===== src/rtl/crn_pkg.sv =====
// Shared types and constants of the credit ring node.
package crn_pkg;

    localparam int NODE_W  = 4;
    localparam int RING_W  = 5;
    localparam int CRED_W  = 7;
    localparam int ROLL_W  = 16;
    localparam int RAND_W  = 32;
    localparam int ENTRY_W = 2 * NODE_W;
    localparam int MAX_NODES = 16;

    typedef enum logic [1:0] {
        ACT_TICK   = 2'd0,
        ACT_MSG    = 2'd1,
        ACT_CREDIT = 2'd2,
        ACT_START  = 2'd3
    } act_t;

    typedef enum logic [1:0] {
        PORT_NEXT     = 2'd0,
        PORT_PREV     = 2'd1,
        PORT_DEADLOCK = 2'd2
    } port_t;

    typedef enum logic [1:0] {
        CFG_OWN_NODE  = 2'd0,
        CFG_RING      = 2'd1,
        CFG_LIMIT     = 2'd2,
        CFG_THRESHOLD = 2'd3
    } cfg_t;

    typedef enum logic [1:0] {
        ST_IDLE,
        ST_CALC,
        ST_EMIT
    } state_t;

    typedef struct packed {
        logic              busy;
        logic [NODE_W-1:0] value;
    } rem_status_t;

endpackage


===== src/rtl/crn_ram.sv =====
// Generic single-port-write, registered-read RAM.
module crn_ram #(
    parameter int WIDTH = 8,
    parameter int DEPTH = 64
) (
    input  logic                                   clk,
    input  logic                                   we,
    input  logic [(DEPTH > 1 ? $clog2(DEPTH) : 1)-1:0] waddr,
    input  logic [WIDTH-1:0]                       wdata,
    input  logic [(DEPTH > 1 ? $clog2(DEPTH) : 1)-1:0] raddr,
    output logic [WIDTH-1:0]                       rdata
);

    logic [WIDTH-1:0] mem [DEPTH];
    logic [WIDTH-1:0] rdata_reg;

    always_ff @(posedge clk)
    begin
        if (we)
        begin
            mem[waddr] <= wdata;
        end
        rdata_reg <= mem[raddr];
    end

    assign rdata = rdata_reg;

endmodule


===== src/rtl/crn_rem.sv =====
// Iterative remainder of |operand| by the ring size, eight bits per cycle.
module crn_rem (
    input  logic                            clk,
    input  logic                            rst_n,
    input  logic                            start,
    input  logic signed [crn_pkg::RAND_W-1:0] operand,
    input  logic [crn_pkg::RING_W-1:0]      ring,
    output crn_pkg::rem_status_t            status
);

    localparam int STEP_BITS = 8;
    localparam int STEPS     = crn_pkg::RAND_W / STEP_BITS;
    localparam int CNT_W     = $clog2(STEPS);

    logic [crn_pkg::RAND_W-1:0] mag_reg, mag_next;
    logic [crn_pkg::RING_W-1:0] rem_reg, rem_next;
    logic [CNT_W-1:0]           cnt_reg, cnt_next;
    logic                       busy_reg, busy_next;
    logic [crn_pkg::RAND_W-1:0] opnd_u;
    logic [crn_pkg::RING_W-1:0] part;

    assign opnd_u = operand;

    always_comb
    begin
        mag_next  = mag_reg;
        rem_next  = rem_reg;
        cnt_next  = cnt_reg;
        busy_next = busy_reg;
        part      = rem_reg;
        if (start)
        begin
            mag_next  = opnd_u[crn_pkg::RAND_W-1] ? (~opnd_u + 1'b1) : opnd_u;
            rem_next  = '0;
            cnt_next  = '0;
            busy_next = 1'b1;
        end
        else if (busy_reg)
        begin
            // restoring steps over the top byte; partial stays below ring
            for (int i = 0; i < STEP_BITS; i++)
            begin
                part = {part[crn_pkg::RING_W-2:0], mag_reg[crn_pkg::RAND_W-1-i]};
                if (part >= ring)
                begin
                    part = part - ring;
                end
            end
            rem_next = part;
            mag_next = mag_reg << STEP_BITS;
            cnt_next = cnt_reg + 1'b1;
            if (cnt_reg == CNT_W'(STEPS - 1))
            begin
                busy_next = 1'b0;
            end
        end
    end

    always_ff @(posedge clk or negedge rst_n)
    begin
        if (!rst_n)
        begin
            busy_reg <= 1'b0;
            cnt_reg  <= '0;
        end
        else
        begin
            busy_reg <= busy_next;
            cnt_reg  <= cnt_next;
        end
    end

    always_ff @(posedge clk)
    begin
        mag_reg <= mag_next;
        rem_reg <= rem_next;
    end

    assign status.busy  = busy_reg;
    assign status.value = rem_reg[crn_pkg::NODE_W-1:0];

endmodule


===== src/rtl/credit_ring_node_deadlock_probe_unit.sv =====
// Top level of the credit ring node with deadlock probing.
// One input item is taken at a time. A credit arrival yields no result; a start
// or message arrival yields its results one after another, and a tick does so
// (up to three) once the remainder unit that finds the destination of a
// generated message is done; a held output item holds back the remaining
// results of the current item, and a new input item is taken once the last
// of them sits in the output register. The message queue
// lives in a RAM with registered read, addressed by the head pointer; all
// writes of one item land before the next item reads the head entry. No
// clearing pass is needed after reset.
module credit_ring_node_deadlock_probe_unit #(
    parameter int QUEUE_DEPTH = 64
) (
    input  logic        clk,
    input  logic        rst_n,
    input  logic        s_tvalid,
    output logic        s_tready,
    // in_source[3:0], in_dest[7:4], in_status[8], in_kind[9], in_credits[16:10],
    // gen_roll[32:17], gen_random[64:33], zero[71:65]
    input  logic [71:0] s_tdata,
    // action[1:0]
    input  logic [1:0]  s_tuser,
    output logic        m_tvalid,
    input  logic        m_tready,
    // out_source[3:0], out_dest[7:4], out_status[8], out_kind[9],
    // out_credits[16:10], zero[23:17]
    output logic [23:0] m_tdata,
    // out_port[1:0]
    output logic [1:0]  m_tuser,
    output logic        m_tlast,
    input  logic        cfg_we,
    input  logic [1:0]  cfg_index,
    input  logic [15:0] cfg_data
);

    localparam int PTR_W = (QUEUE_DEPTH > 1) ? $clog2(QUEUE_DEPTH) : 1;
    localparam int CAP   = (QUEUE_DEPTH < 127) ? QUEUE_DEPTH : 127;
    localparam int CNT_W = $clog2(CAP + 1);
    localparam int NW    = crn_pkg::NODE_W;
    localparam int CW    = crn_pkg::CRED_W;
    localparam int RW    = crn_pkg::RING_W;

    // pending result bits, emitted lowest first
    localparam int P_PROBE = 0;
    localparam int P_MSG   = 1;
    localparam int P_CRED  = 2;

    // configuration
    logic [NW-1:0]               own_reg;
    logic [RW-1:0]               ring_reg;
    logic [CW-1:0]               limit_reg;
    logic [crn_pkg::ROLL_W-1:0]  thresh_reg;

    // queue and credit state
    logic [PTR_W-1:0] head_reg, head_next;
    logic [PTR_W-1:0] tail_reg, tail_next;
    logic [CNT_W-1:0] count_reg, count_next;
    logic [CW-1:0]    ncred_reg, ncred_next;

    // captured item
    crn_pkg::act_t              act_reg;
    logic [NW-1:0]              isrc_reg, idst_reg;
    logic                       ist_reg, ikind_reg;
    logic [CW-1:0]              icred_reg;
    logic [crn_pkg::ROLL_W-1:0] roll_reg;

    // sequencer
    crn_pkg::state_t state_reg, state_next;
    logic [2:0]      pend_reg, pend_next;
    crn_pkg::port_t  mport_reg, mport_next;
    logic [NW-1:0]   msrc_reg, msrc_next, mdst_reg, mdst_next;
    logic            mst_reg, mst_next, mkind_reg, mkind_next;

    // output register
    logic           ovalid_reg, ovalid_next;
    crn_pkg::port_t oport_reg, oport_next;
    logic [NW-1:0]  osrc_reg, osrc_next, odst_reg, odst_next;
    logic           ost_reg, ost_next, okind_reg, okind_next, olast_reg, olast_next;
    logic [CW-1:0]  ocred_reg, ocred_next;

    logic [RW-1:0]  ring_eff;
    logic [CW-1:0]  lim_eff;
    logic [CW-1:0]  free_cred;
    logic [NW-1:0]  nextn_reg;
    logic           accept;
    logic           ram_we;
    logic [crn_pkg::ENTRY_W-1:0] ram_rdata;
    logic [NW-1:0]  head_src, head_dst;
    logic [CW-1:0]  count_w;
    crn_pkg::rem_status_t rem_st;

    // remainder of a 5-bit value by a ring size of at least one
    function automatic logic [NW-1:0] small_mod(input logic [RW-1:0] a,
                                                input logic [RW-1:0] m);
        logic [RW-1:0] r;
        r = '0;
        for (int i = RW - 1; i >= 0; i--)
        begin
            r = {r[RW-2:0], a[i]};
            if (r >= m)
            begin
                r = r - m;
            end
        end
        return r[NW-1:0];
    endfunction

    assign ring_eff = (ring_reg == '0) ? RW'(1)
                    : (32'(ring_reg) > crn_pkg::MAX_NODES) ? RW'(crn_pkg::MAX_NODES)
                    : ring_reg;
    assign lim_eff  = (32'(limit_reg) > QUEUE_DEPTH) ? CW'(QUEUE_DEPTH) : limit_reg;
    assign count_w  = CW'(count_reg);
    assign free_cred = (count_w < lim_eff) ? (lim_eff - count_w) : '0;
    assign head_src = ram_rdata[NW-1:0];
    assign head_dst = ram_rdata[crn_pkg::ENTRY_W-1:NW];

    assign s_tready = (state_reg == crn_pkg::ST_IDLE);
    assign accept   = s_tvalid && s_tready;

    crn_ram #(
        .WIDTH (crn_pkg::ENTRY_W),
        .DEPTH (QUEUE_DEPTH)
    ) u_queue (
        .clk   (clk),
        .we    (ram_we),
        .waddr (tail_reg),
        .wdata ({idst_reg, isrc_reg}),
        .raddr (head_reg),
        .rdata (ram_rdata)
    );

    crn_rem u_rem (
        .clk     (clk),
        .rst_n   (rst_n),
        .start   (accept && (crn_pkg::act_t'(s_tuser) == crn_pkg::ACT_TICK)),
        .operand (s_tdata[64:33]),
        .ring    (ring_eff),
        .status  (rem_st)
    );

    // configuration writes
    always_ff @(posedge clk or negedge rst_n)
    begin
        if (!rst_n)
        begin
            own_reg    <= NW'(1);
            ring_reg   <= RW'(5);
            limit_reg  <= CW'(50);
            thresh_reg <= 16'd32768;
        end
        else if (cfg_we)
        begin
            unique case (crn_pkg::cfg_t'(cfg_index))
                crn_pkg::CFG_OWN_NODE:  own_reg    <= cfg_data[NW-1:0];
                crn_pkg::CFG_RING:      ring_reg   <= cfg_data[RW-1:0];
                crn_pkg::CFG_LIMIT:     limit_reg  <= cfg_data[CW-1:0];
                crn_pkg::CFG_THRESHOLD: thresh_reg <= cfg_data;
                default: ;
            endcase
        end
    end

    // next node is registered and follows the configuration in the cycle after it changes
    always_ff @(posedge clk)
    begin
        nextn_reg <= small_mod(RW'(own_reg) + RW'(1), ring_eff);
    end

    // capture the item
    always_ff @(posedge clk)
    begin
        if (accept)
        begin
            act_reg   <= crn_pkg::act_t'(s_tuser);
            isrc_reg  <= s_tdata[3:0];
            idst_reg  <= s_tdata[7:4];
            ist_reg   <= s_tdata[8];
            ikind_reg <= s_tdata[9];
            icred_reg <= s_tdata[16:10];
            roll_reg  <= s_tdata[32:17];
        end
    end

    always_comb
    begin
        state_next  = state_reg;
        pend_next   = pend_reg;
        head_next   = head_reg;
        tail_next   = tail_reg;
        count_next  = count_reg;
        ncred_next  = ncred_reg;
        mport_next  = mport_reg;
        msrc_next   = msrc_reg;
        mdst_next   = mdst_reg;
        mst_next    = mst_reg;
        mkind_next  = mkind_reg;
        ovalid_next = ovalid_reg;
        oport_next  = oport_reg;
        osrc_next   = osrc_reg;
        odst_next   = odst_reg;
        ost_next    = ost_reg;
        okind_next  = okind_reg;
        ocred_next  = ocred_reg;
        olast_next  = olast_reg;
        ram_we      = 1'b0;

        // drop the output item once taken
        if (ovalid_reg && m_tready)
        begin
            ovalid_next = 1'b0;
        end

        unique case (state_reg)
            crn_pkg::ST_IDLE:
            begin
                if (accept)
                begin
                    state_next = crn_pkg::ST_CALC;
                end
            end
            crn_pkg::ST_CALC:
            begin
                if (!rem_st.busy)
                begin
                    pend_next = '0;
                    unique case (act_reg)
                        crn_pkg::ACT_TICK:
                        begin
                            if (ncred_reg == '0 && own_reg == '0)
                            begin
                                pend_next[P_PROBE] = 1'b1;
                            end
                            if (ncred_reg != '0 && roll_reg <= thresh_reg)
                            begin
                                pend_next[P_MSG] = 1'b1;
                                mport_next = crn_pkg::PORT_NEXT;
                                msrc_next  = own_reg;
                                mdst_next  = rem_st.value;
                                mst_next   = 1'b0;
                                mkind_next = 1'b0;
                            end
                            else if (count_reg != '0 &&
                                     (ncred_reg != '0 || head_dst == nextn_reg))
                            begin
                                // forward the head, then report credits
                                pend_next[P_MSG]  = 1'b1;
                                pend_next[P_CRED] = 1'b1;
                                mport_next = crn_pkg::PORT_NEXT;
                                msrc_next  = head_src;
                                mdst_next  = head_dst;
                                mst_next   = 1'b0;
                                mkind_next = 1'b0;
                                head_next  = (head_reg == PTR_W'(QUEUE_DEPTH - 1)) ?
                                             '0 : head_reg + 1'b1;
                                count_next = count_reg - CNT_W'(1);
                            end
                        end
                        crn_pkg::ACT_MSG:
                        begin
                            mport_next = crn_pkg::PORT_NEXT;
                            msrc_next  = isrc_reg;
                            mdst_next  = idst_reg;
                            mst_next   = 1'b1;
                            mkind_next = 1'b1;
                            if (!ikind_reg)
                            begin
                                if (idst_reg != own_reg && count_w < lim_eff)
                                begin
                                    ram_we     = 1'b1;
                                    tail_next  = (tail_reg == PTR_W'(QUEUE_DEPTH - 1)) ?
                                                 '0 : tail_reg + 1'b1;
                                    count_next = count_reg + CNT_W'(1);
                                    pend_next[P_CRED] = 1'b1;
                                end
                            end
                            else if (isrc_reg == own_reg)
                            begin
                                if (ist_reg)
                                begin
                                    mport_next = crn_pkg::PORT_DEADLOCK;
                                    pend_next[P_MSG] = 1'b1;
                                end
                            end
                            else if (ist_reg && ncred_reg == '0 &&
                                     (count_reg == '0 || head_dst != nextn_reg))
                            begin
                                pend_next[P_MSG] = 1'b1;
                            end
                        end
                        crn_pkg::ACT_CREDIT:
                        begin
                            ncred_next = icred_reg;
                        end
                        crn_pkg::ACT_START:
                        begin
                            pend_next[P_CRED] = 1'b1;
                        end
                        default: ;
                    endcase
                    state_next = (pend_next == '0) ? crn_pkg::ST_IDLE : crn_pkg::ST_EMIT;
                end
            end
            crn_pkg::ST_EMIT:
            begin
                if (!ovalid_reg || m_tready)
                begin
                    ovalid_next = 1'b1;
                    ocred_next  = '0;
                    if (pend_reg[P_PROBE])
                    begin
                        oport_next = crn_pkg::PORT_NEXT;
                        osrc_next  = own_reg;
                        odst_next  = own_reg;
                        ost_next   = 1'b1;
                        okind_next = 1'b1;
                        pend_next  = pend_reg & ~3'b001;
                    end
                    else if (pend_reg[P_MSG])
                    begin
                        oport_next = mport_reg;
                        osrc_next  = msrc_reg;
                        odst_next  = mdst_reg;
                        ost_next   = mst_reg;
                        okind_next = mkind_reg;
                        pend_next  = pend_reg & ~3'b010;
                    end
                    else
                    begin
                        oport_next = crn_pkg::PORT_PREV;
                        osrc_next  = '0;
                        odst_next  = '0;
                        ost_next   = 1'b0;
                        okind_next = 1'b0;
                        ocred_next = free_cred;
                        pend_next  = '0;
                    end
                    olast_next = (pend_next == '0);
                    if (pend_next == '0)
                    begin
                        state_next = crn_pkg::ST_IDLE;
                    end
                end
            end
            default: state_next = crn_pkg::ST_IDLE;
        endcase
    end

    always_ff @(posedge clk or negedge rst_n)
    begin
        if (!rst_n)
        begin
            state_reg  <= crn_pkg::ST_IDLE;
            pend_reg   <= '0;
            head_reg   <= '0;
            tail_reg   <= '0;
            count_reg  <= '0;
            ncred_reg  <= '0;
            ovalid_reg <= 1'b0;
        end
        else
        begin
            state_reg  <= state_next;
            pend_reg   <= pend_next;
            head_reg   <= head_next;
            tail_reg   <= tail_next;
            count_reg  <= count_next;
            ncred_reg  <= ncred_next;
            ovalid_reg <= ovalid_next;
        end
    end

    always_ff @(posedge clk)
    begin
        mport_reg <= mport_next;
        msrc_reg  <= msrc_next;
        mdst_reg  <= mdst_next;
        mst_reg   <= mst_next;
        mkind_reg <= mkind_next;
        oport_reg <= oport_next;
        osrc_reg  <= osrc_next;
        odst_reg  <= odst_next;
        ost_reg   <= ost_next;
        okind_reg <= okind_next;
        ocred_reg <= ocred_next;
        olast_reg <= olast_next;
    end

    assign m_tvalid = ovalid_reg;
    assign m_tdata  = {7'b0, ocred_reg, okind_reg, ost_reg, odst_reg, osrc_reg};
    assign m_tuser  = oport_reg;
    assign m_tlast  = olast_reg;

    a_count_cap: assert property (@(posedge clk) disable iff (!rst_n)
        32'(count_reg) <= CAP)
        else $error("queue count beyond capacity");

    a_write_room: assert property (@(posedge clk) disable iff (!rst_n)
        ram_we |-> (count_w < lim_eff))
        else $error("queue write with no room");

    a_empty_ptrs: assert property (@(posedge clk) disable iff (!rst_n)
        (count_reg == '0) |-> (head_reg == tail_reg))
        else $error("empty queue with pointers apart");

    a_idle_clear: assert property (@(posedge clk) disable iff (!rst_n)
        (state_reg == crn_pkg::ST_IDLE) |-> (pend_reg == '0))
        else $error("results pending while idle");

    a_ram_quiet: assert property (@(posedge clk) disable iff (!rst_n)
        accept |-> !ram_we)
        else $error("queue write in the head read cycle");

endmodule

===== config.mk =====
export PLATFORM = sky130hd
export DESIGN_NAME = credit_ring_node_deadlock_probe_unit
export DESIGN_NICKNAME = d
export VERILOG_FILES = /design/src/rtl/crn_pkg.sv /design/src/rtl/crn_ram.sv /design/src/rtl/crn_rem.sv /design/src/rtl/credit_ring_node_deadlock_probe_unit.sv
export SDC_FILE = /design/constraint.sdc
export NUM_CORES = 1
export LEC_CHECK = 0
export ABC_AREA = 1
export BUFFER_PORTS_ARGS = -buffer_cell sky130_fd_sc_hd__buf_2
export CORE_AREA = 2 2 268 270
export DETAILED_ROUTE_END_ITERATION = 12
export DIE_AREA = 0 0 270 272
export GPL_ROUTABILITY_DRIVEN = 1
export SETUP_SLACK_MARGIN = 0.2
export SYNTH_ARGS = -nofsm -noshare
export SYNTH_HDL_FRONTEND = slang
export SYNTH_HIERARCHICAL = 1
export SYNTH_SLANG_ARGS = --single-unit

===== constraint.sdc =====
create_clock -name clk -period 18.75 [get_ports clk]
set_input_delay 0.9375 -clock clk [delete_from_list [all_inputs] [get_ports clk]]
set_output_delay 0.9375 -clock clk [all_outputs]
set_load 0.03 [all_outputs]

==> out/qor.txt, run 1 <==
GRT Util Overall -> 0.2120
DRC viols -> 0
Final setup viols -> 0
Total gr overflow -> 0
Avg Inst Size Synth -> 10.23 µm²
Register area share after synthesis -> 0.6158
Largest register FFs -> 512
Antenna cells -> 0
Worst slew margin -> 0.2845
Port Buffer Count -> 111
Mapped Cells -> 3217
Routed vias/inst -> 5.289
Fin crit period -> 10.58 ns
Synth cell types -> 59
Initial antenna violation count -> 0
Synth cell count leaders -> 985 x nand2_1, 608 x edfxtp_1, 532 x nand3_1
CTS Buffer Depth -> 3
Ys flop type -> edfxtp_1
Critical path's slowest cell -> dfrtp_1
First-pass DRT Iterations -> 6
Crit path DAT -> 11.07 ns
FFs w/ async S/R, synth -> 0.09696
Number of gates resized after cts -> 0
Post-CTS Setup Inserts -> 0
Initial core utilization -> 0.4651
P&R area growth vs syn -> 10.36%
CP Data Required Time -> 19.23 ns
DIE AREA -> 0.07344 mm²
YS warnings -> 6
Largest cells by area after synthesis -> edfxtp_1 55%, nand2_1 11%, nand3_1 8.1%
Cts-stage hold buffer count -> 0
Final Slew Violations -> 0
RD Place Congestion -> 0.8672
Height of the die -> 272 µm
Initial DRC count -> 1846
Setup TNS -> 0 ns
Critical Path End Type -> flip-flop
TritonCTS clock tree -> built
CP Launch Type -> flip-flop
Final WL -> 78820 µm
Min-Delay Path Class -> primary input to asynchronous set/reset pin
WL/cell -> 18.31 µm
Netlist Area Pre-Place -> 0.03291 mm²
CP peak stage delay -> 0.48 ns
Vias in the first global route -> 22216
Max Cap Viol -> 0
#FFs+latches synth -> 691
Clk_lat worst skew -> 0.61 ns
Root Driver -> clkbuf_16
Setup Crit Path Kind -> flip-flop to flip-flop
Total number of H-tree levels -> 3
Tightest Pin Transition -> 1.070 ns
CTS clock-pin slew for the worst setup and hold paths -> 0.06 ns
Most frequent cell after synthesis -> nand2_1
Largest net degree at the start of global routing -> 117
Top cell type's share of synthesized area -> 0.5548
Worst Clk Skew -> 0.02541 ns
RSZ-0062 raised after global routing -> false
Post-route ant nets -> 0
I/O pins -> 126
Fmax -> 94.51 MHz
Area leader, netlist -> edfxtp_1
Die W -> 270 µm
# nets final -> 3506
Post-synth EDFFs -> 608
CP max FO -> 11
CTS Sinks -> 691
Rows -> 98
First-pass GRT wire length -> 122700 µm
Period utilisation layout -> 0.5643
Crit path top cell by count -> nand2_1
Final hold vios -> 0
Via count -> 22771
Cts bufs inserted -> 74
Core ar. -> 0.07075 mm²
Layout cell share with drive strength beyond 1 -> 0.09627
Outcome -> finished clean
DPL Wire Length -> 48920 µm
## final cells by class
class / count / area, µm²
clock buffers: 99 / 2027
clock inverters: 33 / 254.0
fillers: 6292 / 34440
inverters: 218 / 830.8
multi-input cells: 2173 / 10960
flip-flops and latches: 691 / 20270
well taps: 950 / 1189
repair buffers: 141 / 783.3
## cell usage in the layout (no fill, tap or decap), drive strengths merged, types with 3 or more instances in the layout
master and instances:
nand2 993, edfxtp 608, nand3 538, inv 222
nor2 176, buf 141, o21ai 102, clkbuf 99
ha 96, a21oi 63, dfrtp 60, xor2 41
nor3 31, nand4 29, clkinv 25, xnor2 22
dfxtp 16, fa 14, or2 14, conb 7
dfstp 7, and2 6, o21a 5, a21o 5
a31oi 4, o22ai 4, mux2 4, nand3b 4
and3 3, o211ai 3
## per-stage QoR
step	util	hold WS [ns]	std cells	setup slack (ns)	area [µm²]
2_1_floorplan	-	0.4428	3223	9.082	32930
3_3_place_gp	0.4810	0.4575	4173	8.598	34030
3_5_place_dp	0.4810	0.4737	4173	8.231	34030
4_1_cts	0.5133	0.4659	4305	8.172	36310
5_1_grt	0.5133	0.4784	4305	7.073	36310
6_report	0.5133	0.4683	4305	8.169	36310
## worst max-delay path, delay by kind of cell (launching register included)
family	cells	cell delay, ns
AO/OA/AOI/OAI	9	1.45
flip-flops	1	0.48
AND/OR/NAND/NOR	39	4.35
adder cells (fa/ha/maj)	8	2.48
buffers and inverters	12	1.64
## worst paths after layout
check	from	end	slack, ns	cells past startpoint
max	ring_reg[4]$_DFFE_PN0P_	u_rem/rem_reg[0]$_SDFFE_PP0P_	8.17	68
min reg2reg	thresh_reg[5]$_DFFE_PN0P_	thresh_reg[5]$_DFFE_PN0P_	0.48	2
min in group clk	thresh_reg[5]$_DFFE_PN0P_	thresh_reg[5]$_DFFE_PN0P_	0.48	2
max reg2reg	ring_reg[4]$_DFFE_PN0P_	u_rem/rem_reg[0]$_SDFFE_PP0P_	8.17	68
min	rst_n	thresh_reg[8]$_DFFE_PN0P_	0.47	1
max in group asynchronous	rst_n	head_reg[0]$_DFFE_PN0P_	17.56	1
## metal layers
metal,share of wire,global-route usage,vias up
li1,-,-,11119
met1,0.43,0.2886,10960
met2,0.49,0.3596,592
met3,0.053,0.02530,100
met4,0.020,0.06023,0
met5,0,0,-
## kinds of logic after synthesis
kind of cell               Yosys count  synth area share
buffers and inverters              359           0.05198
xor gates and xnor gates            63           0.01700
adders and majority gates          110           0.04502
other                                1         0.0001140
and+or+nand+nor                   1796            0.2362
AOI/OAI and AO/OA                  193           0.03247
muxes                                4          0.001369
DFF                                691            0.6158
Power of run 1 is not shown: default switching activity piles up to over one toggle a cycle in this logic, so the estimate is an artifact.
==> inputs of run 2 (changes only) <==
- PLACE_DENSITY: not set -> 0.65
- clock period: 18.75 -> 8.92 ns (I/O delays scaled with it)
==> out/qor.txt, run 2 (synthesized netlist as in run 1, its figures left out) <==
Routed vias/inst -> 5.298 (+0.17%)
Outcome -> finished clean
CTS Sinks -> 691 (unchanged)
Layout cell share with drive strength beyond 1 -> 0.1488 (+0.05253)
Final Slew Violations -> 0 (unchanged)
Port Buffer Count -> 111 (unchanged)
Delay-heaviest family, CP -> simple AND/OR/NAND/NOR gates
Hold Path Sink -> roll_reg[0]$_DFFE_PP_
RSZ-0062 raised after global routing -> true
TritonCTS clock tree -> built
DRC viols -> 0 (unchanged)
Total gr overflow -> 0 (unchanged)
Setup Crit Path Kind -> flip-flop to flip-flop
Via count -> 23371 (+2.6%)
Rows -> 98 (unchanged)
Final hold vios -> 0 (unchanged)
CTS Buffer Depth -> 3 (unchanged)
Initial antenna violation count -> 0 (unchanged)
WL/cell -> 17.59 µm (-3.9%)
Tightest Pin Transition -> 1.136 ns (+0.06612 ns)
CP startpoint -> ring_reg[2]$_DFFE_PN1P_
Height of the die -> 272 µm (unchanged)
Hold_sp -> s_tdata[17]
Reg2reg end -> u_rem/rem_reg[3]$_SDFFE_PP0P_
Worst Clk Skew -> 0.02672 ns (+0.001310 ns)
First-pass GRT wire length -> 120700 µm (-1.6%)
Cts bufs inserted -> 75 (+1.4%)
Critical Path End Type -> flip-flop
Worst r2r src -> ring_reg[2]$_DFFE_PN1P_
DIE AREA -> 0.07344 mm² (unchanged)
Hold path depth -> 1
CP peak stage delay -> 0.53 ns (+0.05 ns)
GRT Util Overall -> 0.2072 (-0.004742)
Final setup viols -> 0 (unchanged)
CTS clock-pin slew for the worst setup and hold paths -> 0.06 ns (about the same)
CP Data Required Time -> 9.43 ns (-9.80 ns)
Max Cap Viol -> 0 (unchanged)
Vias in the first global route -> 22182 (-0.15%)
Antenna cells -> 0 (unchanged)
RD Place Congestion -> 0.8226 (-5.1%)
Largest net degree at the start of global routing -> 91 (-22%)
I/O pins -> 126 (unchanged)
Min-Delay Path Class -> primary input to flip-flop
Total number of H-tree levels -> 3 (unchanged)
Post-route setup slack -> 0.1724 ns (-7.996 ns)
Initial DRC count -> 1944 (+5.3%)
DPL Wire Length -> 46550 µm (-4.8%)
R2r setup slk -> 0.17 ns (-8.00 ns)
Worst slew margin -> 0.2416 (-0.04292)
Final WL -> 77610 µm (-1.5%)
First-pass DRT Iterations -> 5 (-1)
Critical path's slowest cell -> dfstp_2
Fmax -> 114.3 MHz (+21%)
Core ar. -> 0.07075 mm² (unchanged)
Die W -> 270 µm (unchanged)
Commonest non-fill, non-tap cell in the layout -> nand2_1
Largest register FFs -> 512 (unchanged)
CP bufs+invs -> 14 (+2)
CP max FO -> 7 (-4)
Fin crit period -> 8.748 ns (-1.834 ns)
Area after DPL -> 0.03455 mm² (+1.5%)
Post-route ant nets -> 0 (unchanged)
Clk_lat worst skew -> 0.61 ns (about the same)
DP Worst Slack -> -0.2175 ns (-8.448 ns)
Root Driver -> clkbuf_16
Period utilisation layout -> 0.9807 (+0.4163)
Layout fillers -> 6160 (-2.1%)
Crit path DAT -> 9.26 ns (-1.81 ns)
Setup TNS -> 0 ns (unchanged)
P&R area growth vs syn -> 15.59%
CP Launch Type -> flip-flop
Commonest non-fill, non-tap cells in the layout -> 957 x nand2_1, 608 x edfxtp_1, 518 x nand3_1, 185 x inv_1, 153 x nor2_1
Utilization after layout -> 0.5376 (+0.02432)
Fin area -> 0.03804 mm² (+4.7%)
Initial core utilization -> 0.4651 (unchanged)
# nets final -> 3610 (+3.0%)
Reg2Reg Depth -> 70 (+2.9%)
-- run 2: metrics by stage --
step	hold slack, ns	std cells
detailed placement	0.4656	4226
global route	0.008748	4411
floorplan	0.1504	3223
global placement	0.4625	4226
finish	0.03483	4411
CTS	0.002024	4399
-- run 2: worst max-delay path by stage --
| stage | to | slack (ns) | cells after the start |
|---|---|---|---|
| detailed placement | u_rem/rem_reg[0]$_SDFFE_PP0P_ | -0.22 | 67 |
| CTS | u_rem/rem_reg[0]$_SDFFE_PP0P_ | 0.21 | 68 |
| global placement | u_rem/rem_reg[3]$_SDFFE_PP0P_ | 0.04 | 69 |
| finish | u_rem/rem_reg[3]$_SDFFE_PP0P_ | 0.17 | 70 |
| global route | u_rem/rem_reg[3]$_SDFFE_PP0P_ | -0.40 | 69 |
| floorplan | u_rem/rem_reg[0]$_SDFFE_PP0P_ | 0.20 | 67 |
-- run 2: layout make-up --
type                       instances  area [µm²]  share of cell area
clock inverter                    44       511.7             0.01345
multi-input combinational       2173       11540              0.3035
tap                              950        1189             0.03125
sequential                       691       20270              0.5330
timing repair buffer             244        1648             0.04332
clock buffer                      91        2032             0.05342
inverter                         218       839.6             0.02207
-- run 2: what timing repair did --
action                                  in CTS  in global routing
hold buffers                                32                  0
gates resized for setup                     30                 78
pin swaps                                   22                 74
buffers inserted                             6                 12
endpoints found under the setup margin       4                  4
endpoints found under the hold margin       54                  0
-- run 2: routing by layer --
metal,share of wire,wire [µm],track usage,vias up
li1,-,-,-,11363
met1,0.44,34510,0.2865,11267
met2,0.48,37010,0.3418,628
met3,0.055,4244,0.02574,113
met4,0.024,1846,0.06740,0
met5,0,0,0,-
-- run 2: worst reg2reg max path, delay by kind of cell, from the launching register on --
family / cells / cell delay (ns)
AND/OR/NAND/NOR: 41 / 4.16
adder cells (fa/ha/maj): 8 / 1.94
buffers and inverters: 14 / 1.03
AO/OA/AOI/OAI: 6 / 0.83
flip-flops: 1 / 0.53
XOR/XNOR: 1 / 0.15
Power of run 2 is left out for the same reason.
